**src/rtl/etdv_pkg.sv**
```systemverilog
`timescale 1ns / 1ps

package etdv_pkg;

  localparam int PULSE_W = 16;
  localparam int DIST_W  = 10;
  localparam int SUM_W   = 12;
  localparam int PADDR_W = 3;
  localparam int PDATA_W = 32;

  // Pulses longer than this cannot come from a finished measurement.
  localparam logic [PULSE_W-1:0] PULSE_LIMIT = 16'd45000;

  // Division by 50 as a multiplication by a rounded-up reciprocal of 2^22 / 50.
  // It is exact over the whole 16-bit pulse range.
  localparam int               DIV50_MUL_W = 17;
  localparam logic [16:0]      DIV50_MUL   = 17'd83887;
  localparam int               DIV50_SHIFT = 22;
  localparam int               QUOT50_W    = 11;

  // Division by 3 as a multiplication by the rounded-up reciprocal of 2^13 / 3.
  // It is exact for every sum of three distances.
  localparam logic [11:0]      DIV3_MUL    = 12'd2731;
  localparam int               DIV3_SHIFT  = 13;

  localparam logic [DIST_W-1:0] MIN_DIST_RESET = 10'd2;

  // Register index, taken from paddr[2] (registers sit on 4-byte spacing).
  localparam logic REG_MIN_DISTANCE = 1'b0;

  typedef struct packed {
    logic [DIST_W-1:0] distance;
    logic              accepted;
  } result_t;

endpackage

```
**src/rtl/etdv_convert.sv**
```systemverilog
`timescale 1ns / 1ps

module etdv_convert (
  input  logic [etdv_pkg::PULSE_W-1:0] pulse_width,
  input  logic                         timed_out,
  input  logic [etdv_pkg::DIST_W-1:0]  min_distance,
  output logic [etdv_pkg::DIST_W-1:0]  reading,
  output logic                         keep
);
  import etdv_pkg::*;

  localparam int PROD_W = PULSE_W + DIV50_MUL_W;

  logic [PROD_W-1:0]   prod;
  logic [QUOT50_W-1:0] quot;

  assign prod    = PROD_W'(pulse_width) * PROD_W'(DIV50_MUL);
  assign quot    = prod[DIV50_SHIFT +: QUOT50_W];
  assign reading = quot[DIST_W-1:0];

  // An overlong pulse is handled exactly like a timeout.
  assign keep = !timed_out && (pulse_width <= PULSE_LIMIT) &&
                (QUOT50_W'(min_distance) <= quot);

endmodule

```
**src/rtl/etdv_triplet.sv**
```systemverilog
`timescale 1ns / 1ps

module etdv_triplet (
  input  logic                        clk,
  input  logic                        rst,
  input  logic                        step,
  input  logic [etdv_pkg::DIST_W-1:0] reading,
  output logic                        produces,
  output etdv_pkg::result_t           result
);
  import etdv_pkg::*;

  localparam int PROD_W = SUM_W + SUM_W;
  localparam int TOL_W  = DIST_W + 4;

  logic [1:0]        kept_count;
  logic [DIST_W-1:0] kept_readings [2];
  logic [SUM_W-1:0]  sum;
  logic [PROD_W-1:0] prod;
  logic [DIST_W-1:0] mean;
  logic              ok;

  // 10*|mean - reading| <= mean + 10, done with shifts and adds.
  function automatic logic within_tol(logic [DIST_W-1:0] m, logic [DIST_W-1:0] r);
    logic [DIST_W-1:0] diff;
    logic [TOL_W-1:0]  lhs;
    logic [TOL_W-1:0]  rhs;
    diff = (m >= r) ? (m - r) : (r - m);
    lhs  = (TOL_W'(diff) << 3) + (TOL_W'(diff) << 1);
    rhs  = TOL_W'(m) + TOL_W'(10);
    return lhs <= rhs;
  endfunction

  assign produces = (kept_count == 2'd2);

  assign sum  = SUM_W'(kept_readings[0]) + SUM_W'(kept_readings[1]) + SUM_W'(reading);
  assign prod = PROD_W'(sum) * PROD_W'(DIV3_MUL);
  assign mean = prod[DIV3_SHIFT +: DIST_W];
  assign ok   = within_tol(mean, kept_readings[0]) &&
                within_tol(mean, kept_readings[1]) &&
                within_tol(mean, reading);

  always_comb begin
    result.accepted = ok;
    result.distance = ok ? mean : '0;
  end

  always_ff @(posedge clk) begin
    if (rst) begin
      kept_count <= '0;
    end else if (step) begin
      kept_count <= produces ? 2'd0 : kept_count + 2'd1;
    end
  end

  always_ff @(posedge clk) begin
    if (step && !produces) begin
      kept_readings[kept_count[0]] <= reading;
    end
  end

  a_count_range: assert property (@(posedge clk) disable iff (rst)
    kept_count != 2'd3)
    else $error("kept count left its range");

  a_restart: assert property (@(posedge clk) disable iff (rst)
    step && produces |=> kept_count == 2'd0)
    else $error("collection did not restart after a triplet");

  a_rejected_zero: assert property (@(posedge clk) disable iff (rst)
    !result.accepted |-> result.distance == '0)
    else $error("rejected triplet carries a distance");

endmodule

```
**src/rtl/echo_triplet_distance_validator.sv**
```systemverilog
`timescale 1ns / 1ps

// A result word is loaded into the result register when the third kept input word,
// already held in the input register, moves on from it. Throughput: one input
// word per cycle while the input is not stalled; discarded readings are accepted
// like kept ones. The result register stalls the input only when a triplet completes
// while a previous result is still waiting. Reset clears the triplet count and sets
// min_distance to 2; the held readings are not cleared.
module echo_triplet_distance_validator (
  input  logic                          clk,
  input  logic                          rst,
  input  logic                          in_valid,
  output logic                          in_ready,
  input  logic [etdv_pkg::PULSE_W-1:0]  pulse_width,
  input  logic                          timed_out,
  output logic                          out_valid,
  input  logic                          out_ready,
  output logic [etdv_pkg::DIST_W-1:0]   distance,
  output logic                          accepted,
  input  logic                          psel,
  input  logic                          penable,
  input  logic                          pwrite,
  input  logic [etdv_pkg::PADDR_W-1:0]  paddr,
  input  logic [etdv_pkg::PDATA_W-1:0]  pwdata,
  output logic [etdv_pkg::PDATA_W-1:0]  prdata,
  output logic                          pready
);
  import etdv_pkg::*;

  logic [DIST_W-1:0] min_distance;
  logic [DIST_W-1:0] conv_dist;
  logic              conv_keep;
  logic              s1_valid;
  logic [DIST_W-1:0] s1_dist;
  logic              produces;
  logic              advance;
  result_t           result;

  // Configuration port.
  assign pready = 1'b1;
  assign prdata = (paddr[2] == REG_MIN_DISTANCE) ? PDATA_W'(min_distance) : '0;

  always_ff @(posedge clk) begin
    if (rst) begin
      min_distance <= MIN_DIST_RESET;
    end else if (psel && penable && pwrite && pready &&
                 paddr[2] == REG_MIN_DISTANCE) begin
      min_distance <= pwdata[DIST_W-1:0];
    end
  end

  etdv_convert u_convert (
    .pulse_width (pulse_width),
    .timed_out   (timed_out),
    .min_distance(min_distance),
    .reading     (conv_dist),
    .keep        (conv_keep)
  );

  // Only kept readings are marked valid in the input register; a held word moves on unless
  // it completes a triplet while the result register is full and stalled.
  assign advance  = s1_valid && (!produces || !out_valid || out_ready);
  assign in_ready = !s1_valid || advance;

  always_ff @(posedge clk) begin
    if (rst) begin
      s1_valid <= 1'b0;
    end else if (in_valid && in_ready) begin
      s1_valid <= conv_keep;
    end else if (advance) begin
      s1_valid <= 1'b0;
    end
  end

  always_ff @(posedge clk) begin
    if (in_valid && in_ready) begin
      s1_dist <= conv_dist;
    end
  end

  etdv_triplet u_triplet (
    .clk     (clk),
    .rst     (rst),
    .step    (advance),
    .reading (s1_dist),
    .produces(produces),
    .result  (result)
  );

  always_ff @(posedge clk) begin
    if (rst) begin
      out_valid <= 1'b0;
    end else if (advance && produces) begin
      out_valid <= 1'b1;
    end else if (out_ready) begin
      out_valid <= 1'b0;
    end
  end

  always_ff @(posedge clk) begin
    if (advance && produces) begin
      distance <= result.distance;
      accepted <= result.accepted;
    end
  end

  a_stall_cause: assert property (@(posedge clk) disable iff (rst)
    !in_ready |-> s1_valid && produces && out_valid && !out_ready)
    else $error("input stalled without a pending result");

  a_result_loaded: assert property (@(posedge clk) disable iff (rst)
    advance && produces |=> out_valid)
    else $error("completed triplet did not reach the result register");

  a_out_rejected: assert property (@(posedge clk) disable iff (rst)
    out_valid && !accepted |-> distance == '0)
    else $error("rejected result word carries a distance");

endmodule
```
**config.mk**
```make
export PLATFORM = sky130hd
export DESIGN_NAME = echo_triplet_distance_validator
export DESIGN_NICKNAME = d
export VERILOG_FILES = /design/src/rtl/etdv_pkg.sv /design/src/rtl/etdv_convert.sv /design/src/rtl/etdv_triplet.sv /design/src/rtl/echo_triplet_distance_validator.sv
export SDC_FILE = /design/constraint.sdc
export NUM_CORES = 1
export LEC_CHECK = 0
export BUFFER_PORTS_ARGS = -buffer_cell sky130_fd_sc_hd__buf_2
export CAP_MARGIN = 0
export CORE_ASPECT_RATIO = 0.7
export CORE_UTILIZATION = 34
export CTS_CLUSTER_DIAMETER = 150
export DETAILED_ROUTE_END_ITERATION = 16
export HOLD_SLACK_MARGIN = 0.03
export PLACE_DENSITY = 0.6
export SETUP_SLACK_MARGIN = 0.05
export SYNTH_ARGS = -nofsm -noshare
export SYNTH_HDL_FRONTEND = slang
export SYNTH_SLANG_ARGS = --single-unit
```
**constraint.sdc**
```tcl
create_clock -name clk -period 13.4 [get_ports clk]
set_clock_uncertainty 0.1 [all_clocks]
set_input_delay 1.34 -clock clk [delete_from_list [all_inputs] [get_ports clk]]
set_output_delay 1.34 -clock clk [all_outputs]
set_load 0.05 [all_outputs]
```
==> results.toml <==
[run_status]
status = "finished clean"

[finish]
num-nets-final = 2209
antenna_cells_inserted = 0
share_of_post_route_cells_with_drive_strength_above_1 = 0.1050
syn_to_final_growth_pct = 10.06
seq_area_sq_um = 1511
layout.core_utilization = 0.3796
multiInputGateArea_sq_um = 12010
final_cell_count_no_fill = 2200
n_fill_cell = 4200

[floorplanning]
die_w_microns = 249.7
die_h_microns = 175.4
initial_core_util = 0.3449
core-area_sq_um = 42330
design.portCount = 105
die-area_sq_um = 43790
row_count = 63

[place]
hpwl_dp_microns = 32030
gpl.final_weighted_congestion = 0.9558
dp.cells = 2175
port_buffers = 57

[critical_path]
timing_worst_setup_path_type = "reg -> reg"
crit_path_max_incr_delay_ns = 0.50
arrival_ns = 12.69
critical_path.max_fanout = 7
slowest_stage = "sky130_fd_sc_hd__fa_1"
critPathCaptureType = "flop"
critical_path.most_common_cell = "sky130_fd_sc_hd__ha_1"
critPathLaunchType = "flop"
worstPathRequired_ns = 13.37

[routing]
detail_route.drc_violations = 0
wl_per_cell_microns = 16.72
route.detailed.vias_per_inst = 5.067
dr_total_vias = 11150
drt_first_iter_violations = 717
drtPass1Iterations = 5
drt-total-wl_microns = 36790
postRouteAntennaNets = 0

[sta]
max_clock_freq_ghz = 0.07860
number_of_hold_violations_in_the_final_report = 0
setup_violations = 0
slew-limit-headroom = 0.4436
period_needed_ns = 12.72
final.period_utilization = 0.9495
slew_viol_final = 0
worstMarginPinSlew_ns = 0.8329

[clocking]
ctsHoldBuffers = 0
cts.root.buffer_cell = "sky130_fd_sc_hd__clkbuf_16"
clock_tree.buffer_depth = 2
worst_setup_hold_path_clk_slew_ns = 0.09
cts-buffers-inserted = 5
clock_sink_count = 55
cts_htree_levels = 2
cts_tree = "yes"
clk-insertion-delay-late_ns = 0.33

[global_route]
via_count_of_the_first_global_routing_pass = 10930
gr-total-overflow = 0
grt_start_max_net_pins = 21
groute.usage.overall = 0.1694
grt_pass1_wl_microns = 58520
initial_antenna_violation_count = 1

[min_path]
hold_path.class = "reg -> reg"

[logic_synthesis]
synth_top_area_share = 0.3059
synth_top_cells_by_count = "sky130_fd_sc_hd__ha_1 (357), sky130_fd_sc_hd__inv_1 (295), sky130_fd_sc_hd__fa_1 (146)"
yosys.cell_count.top_type = "sky130_fd_sc_hd__ha_1"
yosys.cell_types.count = 80
synth_edf_count = 41
synth-seq-area-share = 0.1035
synth_area_leaders = "sky130_fd_sc_hd__ha_1 (31%), sky130_fd_sc_hd__fa_1 (20%), sky130_fd_sc_hd__edfxtp_1 (8.4%)"
async_flop_share = 0
synth.avg_cell_area_sq_um = 9.353
ys_dominant_reg_cell = "sky130_fd_sc_hd__edfxtp_1"
netlist_area_sq_um = 14600
synth_cells = 1561
ys.warnings.count = 0
postSynthRegisterBits = 55
synth_top_area_cell = "sky130_fd_sc_hd__ha_1"

[flow_run]
timing.max_cap.violations = 0
-- flip-flops by register name, summed over array words and instances, names as in the netlist --
signal,flops
out_valid,1
min_distance,10
s1_valid,1
u_triplet.kept_count,2
accepted,1
s1_dist,10
distance,10
u_triplet.kept_readings,20
-- kinds of logic (layout without fill, tap and decap cells) --
kind of cell,Yosys count,count (layout),synth area share
adders and majority gates,503,503,0.5061
buffers and inverters,335,401,0.09392
muxes,21,21,0.01465
AOI/OAI and AO/OA,286,286,0.1308
other,2,23,0.0005144
xor gates and xnor gates,88,88,0.05382
and+or+nand+nor,271,271,0.09667
DFF,55,55,0.1035
-- per-stage QoR --
| stage | setup WS (ns) | TNS [ns] | hold slack [ns] | area [sq um] |
|---|---|---|---|---|
| final | 0.6768 | 0 | 0.3622 | 16070 |
| after global routing | -0.03010 | -0.03010 | 0.3924 | 16070 |
| after CTS | 0.06843 | 0 | 0.3614 | 15730 |
| after detailed placement | 0.1322 | 0 | 0.3486 | 15570 |
| after global placement | 0.2417 | 0 | 0.3468 | 15570 |
| after floorplan | 1.368 | 0 | 0.3303 | 14680 |
-- repair_timing --
item | in CTS | in global routing
buffers inserted | 0 | 17
endpoints found under the setup margin | 0 | 11
hold endpoints to repair | 0 | 0
resized for setup | 0 | 42
-- cell usage in the layout, fill, tap and decap left out, types with 9 or more instances in the layout --
cell                       count
sky130_fd_sc_hd__nand4_1      12
sky130_fd_sc_hd__a21o_1       35
sky130_fd_sc_hd__xnor2_1      59
sky130_fd_sc_hd__dfxtp_1      14
sky130_fd_sc_hd__mux2i_1      18
sky130_fd_sc_hd__conb_1       23
sky130_fd_sc_hd__nor3_1       16
sky130_fd_sc_hd__ha_1        352
sky130_fd_sc_hd__inv_1       294
sky130_fd_sc_hd__o21ai_0      41
sky130_fd_sc_hd__nor2b_1      39
sky130_fd_sc_hd__a211oi_1     10
sky130_fd_sc_hd__nor2_1       55
sky130_fd_sc_hd__a21oi_1      83
sky130_fd_sc_hd__o21bai_1     10
sky130_fd_sc_hd__nand2_1      55
sky130_fd_sc_hd__o211ai_1     12
sky130_fd_sc_hd__nand2b_1     14
sky130_fd_sc_hd__xor2_1       20
sky130_fd_sc_hd__buf_4        40
sky130_fd_sc_hd__fa_1        146
sky130_fd_sc_hd__nand3_1      18
sky130_fd_sc_hd__edfxtp_1     41
sky130_fd_sc_hd__o21a_1       16
sky130_fd_sc_hd__a21oi_2       9
sky130_fd_sc_hd__nor2_2       11
sky130_fd_sc_hd__buf_2        57
-- area by class of cell --
| class | instances | share of cell area |
|---|---|---|
| well taps | 552 | 0.04298 |
| clock buffers | 5 | 0.007786 |
| repair buffers | 97 | 0.03644 |
| multi-input cells | 1192 | 0.7475 |
| inverters | 296 | 0.06914 |
| flip-flops and latches | 55 | 0.09406 |
| clock inverters | 3 | 0.002102 |
-- routing by layer --
layer,share of wire,up-vias,track usage
li1,-,5415,-
met1,0.52,5409,0.2678
met2,0.39,304,0.2367
met3,0.078,20,0.03601
met4,0.0068,0,0.01800
met5,0,-,0
-- final timing paths --
path	from	to	slack [ns]	cells after the start
max	u_triplet.kept_readings[0][0]	distance[8]	0.68	58
min	min_distance[0]	min_distance[0]	0.36	2
max reg2reg	u_triplet.kept_readings[0][0]	distance[8]	0.68	58
min reg2reg	min_distance[0]	min_distance[0]	0.36	2
-- worst max-delay path, delay by kind of cell, from the launching register on --
kind	cells	cell delay [ns]
buffers and inverters	5	0.45
adder cells (fa/ha/maj)	12	4.25
flip-flops	1	0.40
XOR/XNOR	4	0.68
AND/OR/NAND/NOR	14	1.88
multiplexers	1	0.12
AO/OA/AOI/OAI	22	4.59
Power is left out: the tool's default activity adds up to more than one toggle a clock period on the data nets, which glitch-free logic cannot reach.
